**src/sv/remote_debug_packet_receiver_defines.svh**
```systemverilog
// assertion macros for the remote debug packet receiver
// used by the top level, expects clk and rst in scope
`ifndef REMOTE_DEBUG_PACKET_RECEIVER_DEFINES_SVH
`define REMOTE_DEBUG_PACKET_RECEIVER_DEFINES_SVH

// implication in the same cycle, off during reset
`define RDPR_ASSERT_NOW(label, ante, cons, msg) \
  label: assert property (@(posedge clk) disable iff (rst) (ante) |-> (cons)) \
    else $error(msg);

// implication in the next cycle, also checked across reset
`define RDPR_ASSERT_AFTER(label, ante, cons, msg) \
  label: assert property (@(posedge clk) (ante) |=> (cons)) else $error(msg);

`endif

```
**src/sv/rdpr_pkg.sv**
```systemverilog
// shared types, constants and helpers of the remote debug packet receiver
// no dependencies
package rdpr_pkg;

  localparam int BUF_SIZE    = 1024;
  localparam int CNT_W       = $clog2(BUF_SIZE);
  localparam int POS_W       = 10;
  localparam int QUEUE_DEPTH = 4;
  localparam int QA_W        = $clog2(QUEUE_DEPTH);

  localparam logic [7:0] CH_START = 8'h24;
  localparam logic [7:0] CH_END   = 8'h23;
  localparam logic [7:0] CH_ACK   = 8'h2B;
  localparam logic [7:0] CH_NAK   = 8'h2D;

  localparam logic [1:0] KIND_BYTE = 2'd0;
  localparam logic [1:0] KIND_GOOD = 2'd1;
  localparam logic [1:0] KIND_BAD  = 2'd2;

  typedef enum logic [1:0] {
    OP_START   = 2'd0,
    OP_PAYLOAD = 2'd1,
    OP_CSUM_HI = 2'd2,
    OP_CSUM_LO = 2'd3
  } opcode_t;

  typedef struct packed {
    opcode_t    opcode;
    logic [7:0] ch;
  } op_t;

  // hex digit value, all ones for anything that is not a hex digit
  function automatic logic [7:0] hex_value(input logic [7:0] c);
    logic [7:0] v;
    if (c >= 8'h61 && c <= 8'h66) begin
      v = c - 8'h57;
    end else if (c >= 8'h30 && c <= 8'h39) begin
      v = c - 8'h30;
    end else if (c >= 8'h41 && c <= 8'h46) begin
      v = c - 8'h37;
    end else begin
      v = 8'hFF;
    end
    return v;
  endfunction

  // reported position is the count modulo 1024
  function automatic logic [POS_W-1:0] pos_of(input logic [CNT_W-1:0] cnt);
    logic [POS_W+CNT_W-1:0] ext;
    ext = {{POS_W{1'b0}}, cnt};
    return ext[POS_W-1:0];
  endfunction

endpackage

```
**src/sv/rdpr_front.sv**
```systemverilog
// front end: tracks framing phase and the buffer limit, classifies each item
// depends on rdpr_pkg
module rdpr_front (
  input  logic          clk,
  input  logic          rst,
  input  logic          in_valid,
  input  logic [7:0]    in_byte,
  output logic          in_ready,
  output logic          op_valid,
  output rdpr_pkg::op_t op,
  input  logic          op_ready
);
  import rdpr_pkg::*;

  typedef enum logic [3:0] {
    PH_HUNT    = 4'b0001,
    PH_DATA    = 4'b0010,
    PH_CSUM_HI = 4'b0100,
    PH_CSUM_LO = 4'b1000
  } phase_t;

  phase_t           phase, phase_next;
  logic [CNT_W-1:0] count, count_next;
  logic [CNT_W:0]   count_inc;
  logic             emit;
  logic             accept;

  assign in_ready  = op_ready;
  assign accept    = in_valid && in_ready;
  assign count_inc = {1'b0, count} + (CNT_W+1)'(1);

  always_comb begin
    phase_next = phase;
    count_next = count;
    emit       = 1'b0;
    op.opcode  = OP_START;
    op.ch      = in_byte;
    case (phase)
      PH_HUNT: begin
        if (in_byte == CH_START) begin
          emit       = 1'b1;
          count_next = '0;
          phase_next = PH_DATA;
        end
      end
      PH_DATA: begin
        if (in_byte == CH_END) begin
          phase_next = PH_CSUM_HI;
        end else begin
          emit       = 1'b1;
          op.opcode  = OP_PAYLOAD;
          count_next = count_inc[CNT_W-1:0];
          // buffer full: drop the packet quietly
          if (count_inc >= (CNT_W+1)'(BUF_SIZE - 1)) phase_next = PH_HUNT;
        end
      end
      PH_CSUM_HI: begin
        emit       = 1'b1;
        op.opcode  = OP_CSUM_HI;
        phase_next = PH_CSUM_LO;
      end
      PH_CSUM_LO: begin
        emit       = 1'b1;
        op.opcode  = OP_CSUM_LO;
        phase_next = PH_HUNT;
      end
      default: begin
        phase_next = PH_HUNT;
      end
    endcase
  end

  assign op_valid = in_valid && emit;

  always_ff @(posedge clk) begin
    if (rst) begin
      phase <= PH_HUNT;
      count <= '0;
    end else if (accept) begin
      phase <= phase_next;
      count <= count_next;
    end
  end

endmodule

```
**src/sv/rdpr_queue.sv**
```systemverilog
// short queue of classified items between front and back end
// depends on rdpr_pkg
module rdpr_queue (
  input  logic          clk,
  input  logic          rst,
  input  logic          in_valid,
  input  rdpr_pkg::op_t in_op,
  output logic          in_ready,
  output logic          out_valid,
  output rdpr_pkg::op_t out_op,
  input  logic          out_ready
);
  import rdpr_pkg::*;

  op_t             mem [QUEUE_DEPTH];
  logic [QA_W-1:0] wr_ptr, rd_ptr;
  logic [QA_W:0]   fill;
  logic            push, pop;

  assign in_ready  = (fill != (QA_W+1)'(QUEUE_DEPTH));
  assign out_valid = (fill != '0);
  assign push      = in_valid && in_ready;
  assign pop       = out_valid && out_ready;
  assign out_op    = mem[rd_ptr];

  always_ff @(posedge clk) begin
    if (push) mem[wr_ptr] <= in_op;
  end

  always_ff @(posedge clk) begin
    if (rst) begin
      wr_ptr <= '0;
      rd_ptr <= '0;
      fill   <= '0;
    end else begin
      if (push) wr_ptr <= (wr_ptr == QA_W'(QUEUE_DEPTH - 1)) ? '0 : wr_ptr + QA_W'(1);
      if (pop)  rd_ptr <= (rd_ptr == QA_W'(QUEUE_DEPTH - 1)) ? '0 : rd_ptr + QA_W'(1);
      if (push && !pop) fill <= fill + (QA_W+1)'(1);
      else if (pop && !push) fill <= fill - (QA_W+1)'(1);
    end
  end

endmodule

```
**src/sv/rdpr_back.sv**
```systemverilog
// back end: running sum, payload index, checksum compare and output register
// depends on rdpr_pkg
module rdpr_back (
  input  logic             clk,
  input  logic             rst,
  input  logic             op_valid,
  input  rdpr_pkg::op_t    op,
  output logic             op_ready,
  output logic             out_valid,
  input  logic             out_ready,
  output logic [1:0]       out_kind,
  output logic [7:0]       out_byte,
  output logic [rdpr_pkg::POS_W-1:0] out_pos
);
  import rdpr_pkg::*;

  logic [7:0]       running_sum;
  logic [CNT_W-1:0] byte_count;
  logic [7:0]       sum_high_digit;
  logic [7:0]       sent_sum;
  logic [7:0]       hi_value;
  logic             take;
  logic             good;

  assign op_ready = !out_valid || out_ready;
  assign take     = op_valid && op_ready;
  assign hi_value = hex_value(op.ch);
  assign sent_sum = sum_high_digit + hex_value(op.ch);
  assign good     = (sent_sum == running_sum);

  always_ff @(posedge clk) begin
    if (rst) begin
      running_sum    <= '0;
      byte_count     <= '0;
      sum_high_digit <= '0;
    end else if (take) begin
      case (op.opcode)
        OP_START: begin
          running_sum <= '0;
          byte_count  <= '0;
        end
        OP_PAYLOAD: begin
          running_sum <= running_sum + op.ch;
          byte_count  <= byte_count + CNT_W'(1);
        end
        OP_CSUM_HI: sum_high_digit <= {hi_value[3:0], 4'h0};
        OP_CSUM_LO: ;
        default: ;
      endcase
    end
  end

  always_ff @(posedge clk) begin
    if (rst) begin
      out_valid <= 1'b0;
    end else if (take && (op.opcode == OP_PAYLOAD || op.opcode == OP_CSUM_LO)) begin
      out_valid <= 1'b1;
    end else if (out_ready) begin
      out_valid <= 1'b0;
    end
  end

  always_ff @(posedge clk) begin
    if (take && op.opcode == OP_PAYLOAD) begin
      out_kind <= KIND_BYTE;
      out_byte <= op.ch;
      out_pos  <= pos_of(byte_count);
    end else if (take && op.opcode == OP_CSUM_LO) begin
      out_kind <= good ? KIND_GOOD : KIND_BAD;
      out_byte <= good ? CH_ACK : CH_NAK;
      out_pos  <= pos_of(byte_count);
    end
  end

endmodule

```
**src/sv/remote_debug_packet_receiver.sv**
```systemverilog
// top level of the remote debug packet receiver
// depends on rdpr_pkg, rdpr_front, rdpr_queue, rdpr_back and the defines header
//
// frames "$payload#hh" packets out of a stream of received serial characters
// s_* channel: one received character per item, in s_tdata[7:0]
// m_* channel: one result item per payload byte and one verdict per packet
//   kind in m_tuser: byte, packet good (ack '+'), checksum mismatch (nak '-')
//   position in m_tdata: payload index for bytes, payload length for verdicts
// bytes outside a packet, the '$' and '#' marks and the first checksum digit
// give no result; a payload reaching the buffer limit is dropped with no verdict
// throughput: one item per cycle while m_tready stays high, set by the combinational
// classify in the front end and the sum and compare in the back end
// with an empty queue an accepted item is written into the queue and then taken by
// the back end into the output register, where its result becomes valid
// reset (synchronous, rst high) returns to hunting for '$', empties the queue
// and drops any result not yet taken
// when m_tready is low the output register holds its item, the back end stops
// and the four-entry queue absorbs input until full, then s_tready falls
`include "remote_debug_packet_receiver_defines.svh"

module remote_debug_packet_receiver (
  input  logic        clk,
  input  logic        rst,
  input  logic        s_tvalid,
  output logic        s_tready,
  input  logic [7:0]  s_tdata,   // [7:0] rx_byte
  output logic        m_tvalid,
  input  logic        m_tready,
  output logic [23:0] m_tdata,   // [7:0] data_byte, [17:8] position, [23:18] zero
  output logic [1:0]  m_tuser    // [1:0] kind
);
  import rdpr_pkg::*;

  // classified items from the front end into the queue
  logic       f_valid, f_ready;
  op_t        f_op;
  // queue to back end
  logic       q_valid, q_ready;
  op_t        q_op;

  logic [7:0]       out_byte;
  logic [POS_W-1:0] out_pos;

  rdpr_front u_front (
    .clk      (clk),
    .rst      (rst),
    .in_valid (s_tvalid),
    .in_byte  (s_tdata),
    .in_ready (s_tready),
    .op_valid (f_valid),
    .op       (f_op),
    .op_ready (f_ready)
  );

  rdpr_queue u_queue (
    .clk       (clk),
    .rst       (rst),
    .in_valid  (f_valid),
    .in_op     (f_op),
    .in_ready  (f_ready),
    .out_valid (q_valid),
    .out_op    (q_op),
    .out_ready (q_ready)
  );

  rdpr_back u_back (
    .clk       (clk),
    .rst       (rst),
    .op_valid  (q_valid),
    .op        (q_op),
    .op_ready  (q_ready),
    .out_valid (m_tvalid),
    .out_ready (m_tready),
    .out_kind  (m_tuser),
    .out_byte  (out_byte),
    .out_pos   (out_pos)
  );

  assign m_tdata = {6'b0, out_pos, out_byte};

  // a verdict always carries the reply character that matches its kind
  `RDPR_ASSERT_NOW(a_verdict_char, m_tvalid && m_tuser != KIND_BYTE, (m_tuser == KIND_GOOD && m_tdata[7:0] == CH_ACK) || (m_tuser == KIND_BAD && m_tdata[7:0] == CH_NAK), "verdict kind and reply character disagree")
  // the back end only takes from the queue when it holds something
  `RDPR_ASSERT_NOW(a_no_ghost_result, !$past(q_valid) && !$past(rst), !$rose(m_tvalid), "result appeared with an empty queue")
  // reset leaves nothing queued and nothing on the output
  `RDPR_ASSERT_AFTER(a_reset_clears, rst, !m_tvalid && !q_valid && s_tready, "state left over after reset")

endmodule

```
**config.mk**
```make
export PLATFORM = sky130hd
export DESIGN_NAME = remote_debug_packet_receiver
export DESIGN_NICKNAME = d
export VERILOG_FILES = /design/src/sv/rdpr_pkg.sv /design/src/sv/rdpr_front.sv /design/src/sv/rdpr_queue.sv /design/src/sv/rdpr_back.sv /design/src/sv/remote_debug_packet_receiver.sv
export VERILOG_INCLUDE_DIRS = /design/src /design/src/sv
export SDC_FILE = /design/constraint.sdc
export NUM_CORES = 1
export LEC_CHECK = 0
export BUFFER_PORTS_ARGS = -buffer_cell sky130_fd_sc_hd__buf_2
export CAP_MARGIN = 10
export CORE_UTILIZATION = 61
export DETAILED_ROUTE_END_ITERATION = 8
export GPL_TIMING_DRIVEN = 0
export PLACE_DENSITY = 0.76
export SLEW_MARGIN = 40
export SYNTH_ARGS = -nofsm -noshare
export SYNTH_HDL_FRONTEND = slang
export SYNTH_HIERARCHICAL = 1
export SYNTH_SLANG_ARGS = --single-unit
```
**constraint.sdc**
```tcl
create_clock -name clk -period 5.6 [get_ports clk]
set_input_delay 1.12 -clock clk [delete_from_list [all_inputs] [get_ports clk]]
set_output_delay 1.12 -clock clk [all_outputs]
set_load 0.02 [all_outputs]
```
# After elaboration in Yosys (flattened, before gate mapping)
# Memories as Yosys holds them, arrays and structs flattened. A register that Yosys moved wholly into a read port is not among the register bits.
# Cells that the tools add are included.
# word_totals
inputBits	12
ram_bits	40
regBits	64
output_inout_bits	28
word_cells	109
n_memories	1
# op_classes
eq_ne	16
n_addsub	11
muxes	33
reduce_logical	29
n_lt_le_gt_ge	7
# mem_list
name	words	width	rd	rd_ports_with_merged_regs	write_ports	line_no	rtl
u_queue.mem	4	10	1	1	1	rdpr_queue.sv:15	op_t mem [QUEUE_DEPTH];
# ops
operator	n
$mux W10	4
$mux W8	5
$pmux W10 S2	2
$add A8 B8 Y8	2
$eq A8 B6 Y1 const B	2
$ge A8 B7 Y1 const B	2
$le A8 B7 Y1 const B	2
$pmux W8 S2	1
$sub A8 B6 Y8 const B	2
$logic_and A1 B1 Y1	12
$mux W4	3
$pmux W4 S3	1
$add A10 B1 Y11 const B	1
$ge A11 B10 Y1 const B	1
$add A10 B1 Y10 const B	1
$mux W2	5
$reduce_bool A2 Y1	5
$mux W3	3
$eq A2 B2 Y1 const B	4
$eq A8 B8 Y1	1
$ge A8 B6 Y1 const B	1
$le A8 B6 Y1 const B	1
$sub A8 B7 Y8 const B	1
$mux W1	7
other kinds (22)	27

# Longest topological paths before layout
# Gate-level depths: netlist of run 1.
# logic_depth
ltp_word	10
ltp_mapped	18
ltp_nobuf	17

# Hierarchy
# Netlist of run 1, hierarchy kept.
# modules_own_cells
module	cells_each	seq_area_each_um2	n_inst	area_per_inst_um2
rdpr_back	270	1041.0	1	2605.0
rdpr_queue	100	1381.3	1	1919.3
rdpr_front	143	280.3	1	1164.9
remote_debug_packet_receiver	7	0.0	1	48.8

# Least setup slack after synthesis of run 1
# OpenSTA, ideal clock, no wires.
# synth_path
kind	register to register
from	register (tool-made name)
to	register u_back.out_byte[2], data pin
path_slack_ns	1.181
required_time_ns	5.327
synth_period_minus_slack_ns	4.419
path_stages_with_launch	18
arrival_ns	4.146
setup_time_ns	0.273
path_buffers	1
cell_sequence	dfxtp_1 buf_2 mux4_2 inv_1 ha_1 or4b_1 a311oi_2 a21oi_4 nor2_1 o21ai_0 nand2_1 o31a_1 ha_1 fa_1 xnor2_1 nand3_1 nor4_2 a31oi_1
# synth_rtl
element	line_no	rtl
end signal, assigned	rdpr_back.sv:66	out_byte <= op.ch;
end signal, assigned	rdpr_back.sv:70	out_byte <= good ? CH_ACK : CH_NAK;
end, declared	rdpr_back.sv:12	output logic [7:0] out_byte,

==> flow_summary.toml, run 1 <==
[timing]
fin_ws_ns = 0.445
finalClockSkew_ns = 0.0147
slew_headroom_pct = 43.3
setup_violations = 0
fin_crit_sh_pct = 92.0
fin_setup_tns_ns = 0
hold_viol = 0
max_freq_ghz = 0.194
layout_min_cycle_time_ns = 5.15
finalMaxSlewViolations = 0
tightest_slew_ns = 0.850
rsz0062_at_grt = "no"

[setup_path]
r2r_cells = 17
cp-end-kind = "flop"
ff2ff_setup_slack_ns = 0.45
worst-endpoint-required_ns = 5.71
path_class = "flop to flop"
crit_fanout = 10
worst_ep_arrival_time_ns = 5.26
rr_endpoint = "u_back/out_byte[2]$_DFFE_PP_"
critPathLaunchType = "flop"

[hold_path]
whs_path_depth = 0
min_from = "u_back/byte_count[9]$_SDFFE_PP0P_"
min_to = "u_back/out_pos[9]$_DFFE_PP_"
hold_path_class = "flop to flop"

[floorplan]
rows = 35
io_pins = 40
die_w_um = 99.0
chipHeight_um = 99.0
die_area_um2 = 9800
initial_core_util_pct = 62.4
core_area_um2 = 9200

[global_routing]
grt_remaining_overflow = 0
grtUsageTotal_pct = 24.1
grt_pass1_vias = 3891
antenna_found_initial = 0
grt_max_degree = 23
grt_pass1_wl_um = 18600

[clock_network]
cts_inserted_buffers = 9
cts_sinks = 106
clkSlewWorstSetupHoldPaths_ns = 0.11
cts_root_buf = "clkbuf_8"
ctsHoldBuffers = 0
insertion_delay_ns = 0.37
cts-htree-levels = 3
post-cts-setup-buffers = 0
post_cts_resized = 0
cts_tree = "built"
cts_buffer_depth = 2

[detailed_routing]
initialDrtViolationCount = 167
drt-pass1-iter-count = 5
vias = 4103
wirelength_um = 11100
viasPerCell = 6.00
ant_nets = 0
wl_per_cell_um = 16.3
route.detailed.drc = 0

[synth]
syn_inst = 520
ys.flop_type = "edfxtp_1"
synth_area_um2 = 5740
synthTopCellsByArea = "edfxtp_1 (30%), dfxtp_1 (17%), ha_1 (6.1%)"
ys_async_sr_fraction_pct = 0
avgSynthCellArea_um2 = 11.0
synth_edf_count = 58
yosysWarnings = 6
yosysTopAreaCell = "edfxtp_1"
ys_seq_area_share_pct = 47.1
synth_top_area_share_pct = 30.4
synth_cell_types = 82
yosys_register_bits = 106

[cells_and_area]
nNetsFinal = 611
area_growth_pct = 9.07
antenna_cells = 0
drive_gt1_share_pct = 20.1
final_area_um2 = 6260

[power_and_ir_drop]
peakVddDrop_uv = 153
power_per_cell_area_nw_per_um2 = 403
leakage_nw = 2.27

[status]
status = "completed"

[flow_run]
maxCapViolations = 0

[placed_design]
gp_congestion = 0.860
place_area_um2 = 6060
dp_hpwl_um = 8170
pre_cts_ws_ns = 0.419
port-buffer-count = 32
## worst max-delay path, stage by stage (launching register included)
cell and delay (ns):
dfxtp_1 0.33, buf_2 0.32, mux4_2 0.71, inv_1 0.22, ha_1 0.21, or4b_1 0.51, o22ai_1 0.41, nor2_2 0.13
nor2_1 0.22, o21ai_0 0.13, nand2_1 0.08, o31a_1 0.13, ha_1 0.20, fa_1 0.47, xnor2_1 0.17, nand3_1 0.14
nor4_4 0.40, a31oi_1 0.13
## report_power, final
part	switching, mW	total (mW)	internal, mW
sequential	0.0587	0.999	0.940
combinational	0.657	1.07	0.417
clock	0.275	0.448	0.173
## state kept, by name (all words and copies together) (netlist names), named ones only
name                   cells
u_queue/wr_ptr             2
u_back/out_pos            10
u_queue/rd_ptr             2
u_queue/mem               40
u_back/out_byte            8
u_queue/fill               3
u_back/out_valid           1
u_front/phase              4
u_back/byte_count         10
u_back/sum_high_digit      4
u_back/running_sum         8
u_back/out_kind            2
u_front/count             10
## metal layers
| layer | track usage (%) | vias to the layer above | routed length [µm] |
|---|---|---|---|
| li1 | - | 2016 | - |
| met1 | 30.6 | 1967 | 4860 |
| met2 | 41.6 | 105 | 5660 |
| met3 | 3.62 | 15 | 453 |
| met4 | 9.30 | 0 | 162 |
| met5 | 0 | - | 0 |
## stage by stage
| stage | instances | util (%) | hold WS (ns) | power [mW] |
|---|---|---|---|---|
| after floorplan | 525 | - | 0.428 | 1.83 |
| after global placement | 668 | 65.9 | 0.436 | 2.04 |
| after detailed placement | 668 | 65.9 | 0.443 | 2.07 |
| after CTS | 684 | 67.9 | 0.471 | 2.52 |
| after global routing | 684 | 68.1 | 0.481 | 2.68 |
| final | 684 | 68.1 | 0.468 | 2.52 |
## placed cells by master (no fill, tap or decap), types with 7 or more instances in the layout
cell / count
o21ai_0: 20
clkbuf_8: 9
a22oi_1: 7
mux4_2: 10
nand2_1: 27
buf_4: 16
inv_1: 18
clkbuf_1: 9
nor2_1: 40
xnor2_1: 15
nand2b_1: 14
nand3_1: 15
ha_1: 28
a21oi_1: 25
and3_1: 7
xor2_1: 14
buf_2: 41
dfxtp_1: 48
edfxtp_1: 58
nor3_1: 8
## area by class of cell
type                       instances  area, µm²
multi-input combinational        362       2770
sequential                       106       2700
buffer                            39        228
inverter                          18       67.6
tap                              111        139
clock inverter                     6       61.3
clock buffer                      10        128
fill                             717       2940
timing repair buffer              32        160
## cells in the mapped netlist, drive strengths merged (5+ instances only)
library cell and count:
and3 11, edfxtp 58, a22oi 7, a21oi 27, clkbuf 10, buf 29
mux4 10, a211oi 6, or3 6, nand2 27, nor3 10, ha 28
nand2b 14, o31ai 6, nand3 15, a31oi 7, inv 18, xnor2 15
a311oi 7, and2 7, mux2i 5, o21ai 21, xor2 14, dfxtp 48
nor2 41, a21o 5
## worst max path at each step
stage / slack (ns) / end
6_report: 0.45 / u_back/out_byte[2]$_DFFE_PP_
3_5_place_dp: 0.42 / u_back/out_byte[2]$_DFFE_PP_
2_1_floorplan: 1.18 / u_back/out_byte[2]$_DFFE_PP_
4_1_cts: 0.41 / u_back/out_byte[2]$_DFFE_PP_
3_3_place_gp: 0.55 / u_back/out_byte[2]$_DFFE_PP_
5_1_grt: 0.08 / u_back/out_byte[2]$_DFFE_PP_
## cell families after synthesis
logic type      after synthesis  share of synthesized area (%)
simple gates                160                           15.7
compound gates              121                           15.6
flops                       106                           47.1
buf+inv                      57                           5.15
fa+ha+maj                    31                           7.15
xor+xnor                     29                           4.43
mux                          15                           4.80
other cells                   1                         0.0654
Note: power is estimated with default switching activity, not from simulation.
==> inputs of run 2 (changes only) <==
--- a/config.mk
+++ b/config.mk
@@ -12,7 +12,6 @@
 export DETAILED_ROUTE_END_ITERATION = 8
 export GPL_TIMING_DRIVEN = 0
 export PLACE_DENSITY = 0.76
-export SLEW_MARGIN = 40
 export SYNTH_ARGS = -nofsm -noshare
 export SYNTH_HDL_FRONTEND = slang
 export SYNTH_HIERARCHICAL = 1
==> constraint.sdc (replaced) <==
create_clock -name clk -period 5.6 [get_ports clk]
set_input_delay 0.84 -clock clk [delete_from_list [all_inputs] [get_ports clk]]
set_output_delay 0.84 -clock clk [all_outputs]
set_load 0.02 [all_outputs]
==> flow_summary.toml, run 2 (synthesized netlist as in run 1, its figures left out) <==
[setup_path]
worst_ep_arrival_time_ns = 5.27
critPathLaunchType = "flop"
r2r_cells = 17
path_class = "flop to flop"
worst-endpoint-required_ns = 5.71
ff2ff_setup_slack_ns = 0.43
crit_fanout = 10
cp-end-kind = "flop"
rr_endpoint = "u_back/out_byte[2]$_DFFE_PP_"

[cells_and_area]
layout_common_cells = "edfxtp_1 (58), dfxtp_1 (48), buf_2 (41)"
final_common_cell = "edfxtp_1"
nFillCells = 721
area_growth_pct = 8.98
nNetsFinal = 611
largest_reg_flops = 40
drive_gt1_share_pct = 19.9
antenna_cells = 0
largest_register = "u_queue/mem"

[timing]
layout_min_cycle_time_ns = 5.17
finalMaxSlewViolations = 0
whs_ns = 0.468
rsz0062_at_grt = "no"
fin_ws_ns = 0.432
fin_setup_tns_ns = 0
setup_violations = 0
tightest_slew_ns = 1.01
max_freq_ghz = 0.193
finalClockSkew_ns = 0.0136
fin_crit_sh_pct = 92.3
slew_headroom_pct = 32.4
hold_viol = 0

[global_routing]
grt_pass1_wl_um = 18600
grt_max_degree = 23
antenna_found_initial = 0
grtUsageTotal_pct = 24.1
grt_pass1_vias = 3891
grt_remaining_overflow = 0

[clock_network]
insertion_delay_ns = 0.37
ctsHoldBuffers = 0
cts_sinks = 106
post_cts_resized = 0
cts_inserted_buffers = 9
cts_root_buf = "clkbuf_8"
clkSlewWorstSetupHoldPaths_ns = 0.11
cts-htree-levels = 3
post-cts-setup-buffers = 0
cts_tree = "built"
cts_buffer_depth = 2

[floorplan]
die_w_um = 99.0
io_pins = 40
chipHeight_um = 99.0
core_area_um2 = 9200
initial_core_util_pct = 62.4
rows = 35
die_area_um2 = 9800

[hold_path]
min_from = "u_back/byte_count[9]$_SDFFE_PP0P_"
min_to = "u_back/out_pos[9]$_DFFE_PP_"
hold_path_class = "flop to flop"
whs_path_depth = 0

[placed_design]
port-buffer-count = 32
pre_cts_ws_ns = 0.419
gp_congestion = 0.860
dp_hpwl_um = 8170

[detailed_routing]
route.detailed.drc = 0
drt-pass1-iter-count = 5
wl_per_cell_um = 16.3
ant_nets = 0
dr_wl_met2_um = 5630
vias = 4133
top_layer_used = "met4"
wl_met1_um = 4850
wirelength_um = 11100
wl_met3_um = 505
viasPerCell = 6.04
initialDrtViolationCount = 196

[power_and_ir_drop]
leakage_nw = 2.27
peakVddDrop_uv = 153
power_per_cell_area_nw_per_um2 = 403
power_mw = 2.52

[flow_run]
maxCapViolations = 0

[status]
status = "completed"
[run 2: stage by stage]
stage	util, %	area (µm²)	std cells
after global routing	68.0	6250	684
after detailed placement	65.9	6060	668
after global placement	65.9	6060	668
after CTS	67.9	6240	684
final	68.0	6250	684
after floorplan	-	5760	525
[run 2: worst max-delay path by stage]
stage	endpoint	slack, ns	depth (start not counted)
6_report	u_back/out_byte[2]$_DFFE_PP_	0.43	17
3_3_place_gp	u_back/out_byte[2]$_DFFE_PP_	0.55	17
3_5_place_dp	u_back/out_byte[2]$_DFFE_PP_	0.42	17
2_1_floorplan	u_back/out_byte[2]$_DFFE_PP_	1.18	17
4_1_cts	u_back/out_byte[2]$_DFFE_PP_	0.41	17
5_1_grt	u_back/out_byte[2]$_DFFE_PP_	0.08	17
[run 2: worst max-delay path, cell delays in order (launching register included)]
cell and delay (ns):
dfxtp_1 0.34, buf_2 0.32, mux4_2 0.70, inv_1 0.22, ha_1 0.21, or4b_1 0.50, o22ai_1 0.41, nor2_2 0.13
nor2_1 0.22, o21ai_0 0.13, nand2_1 0.08, o31a_1 0.13, ha_1 0.20, fa_1 0.47, xnor2_1 0.16, nand3_1 0.14
nor4_4 0.40, a31oi_1 0.13
[run 2: area by class of cell]
cell class / instances / area, µm² / area share (%)
Sequential cell: 106 / 2700 / 43.2
Clock buffer: 10 / 128 / 2.04
Buffer: 39 / 228 / 3.64
Tap cell: 111 / 139 / 2.22
Clock inverter: 6 / 61.3 / 0.980
Timing Repair Buffer: 32 / 160 / 2.56
Inverter: 18 / 67.6 / 1.08
Multi-Input combinational cell: 362 / 2770 / 44.3
[run 2: power breakdown]
group	switching (mW)	total [mW]	internal, mW
registers	0.0589	0.999	0.940
clock network	0.275	0.448	0.173
logic	0.655	1.07	0.416
total	0.989	2.52	1.53
[run 2: per-layer routing]
metal,up-vias,track usage (%)
met4,0,9.30
li1,2024,-
met2,111,41.6
met1,1985,30.6
met3,13,3.62
met5,-,0
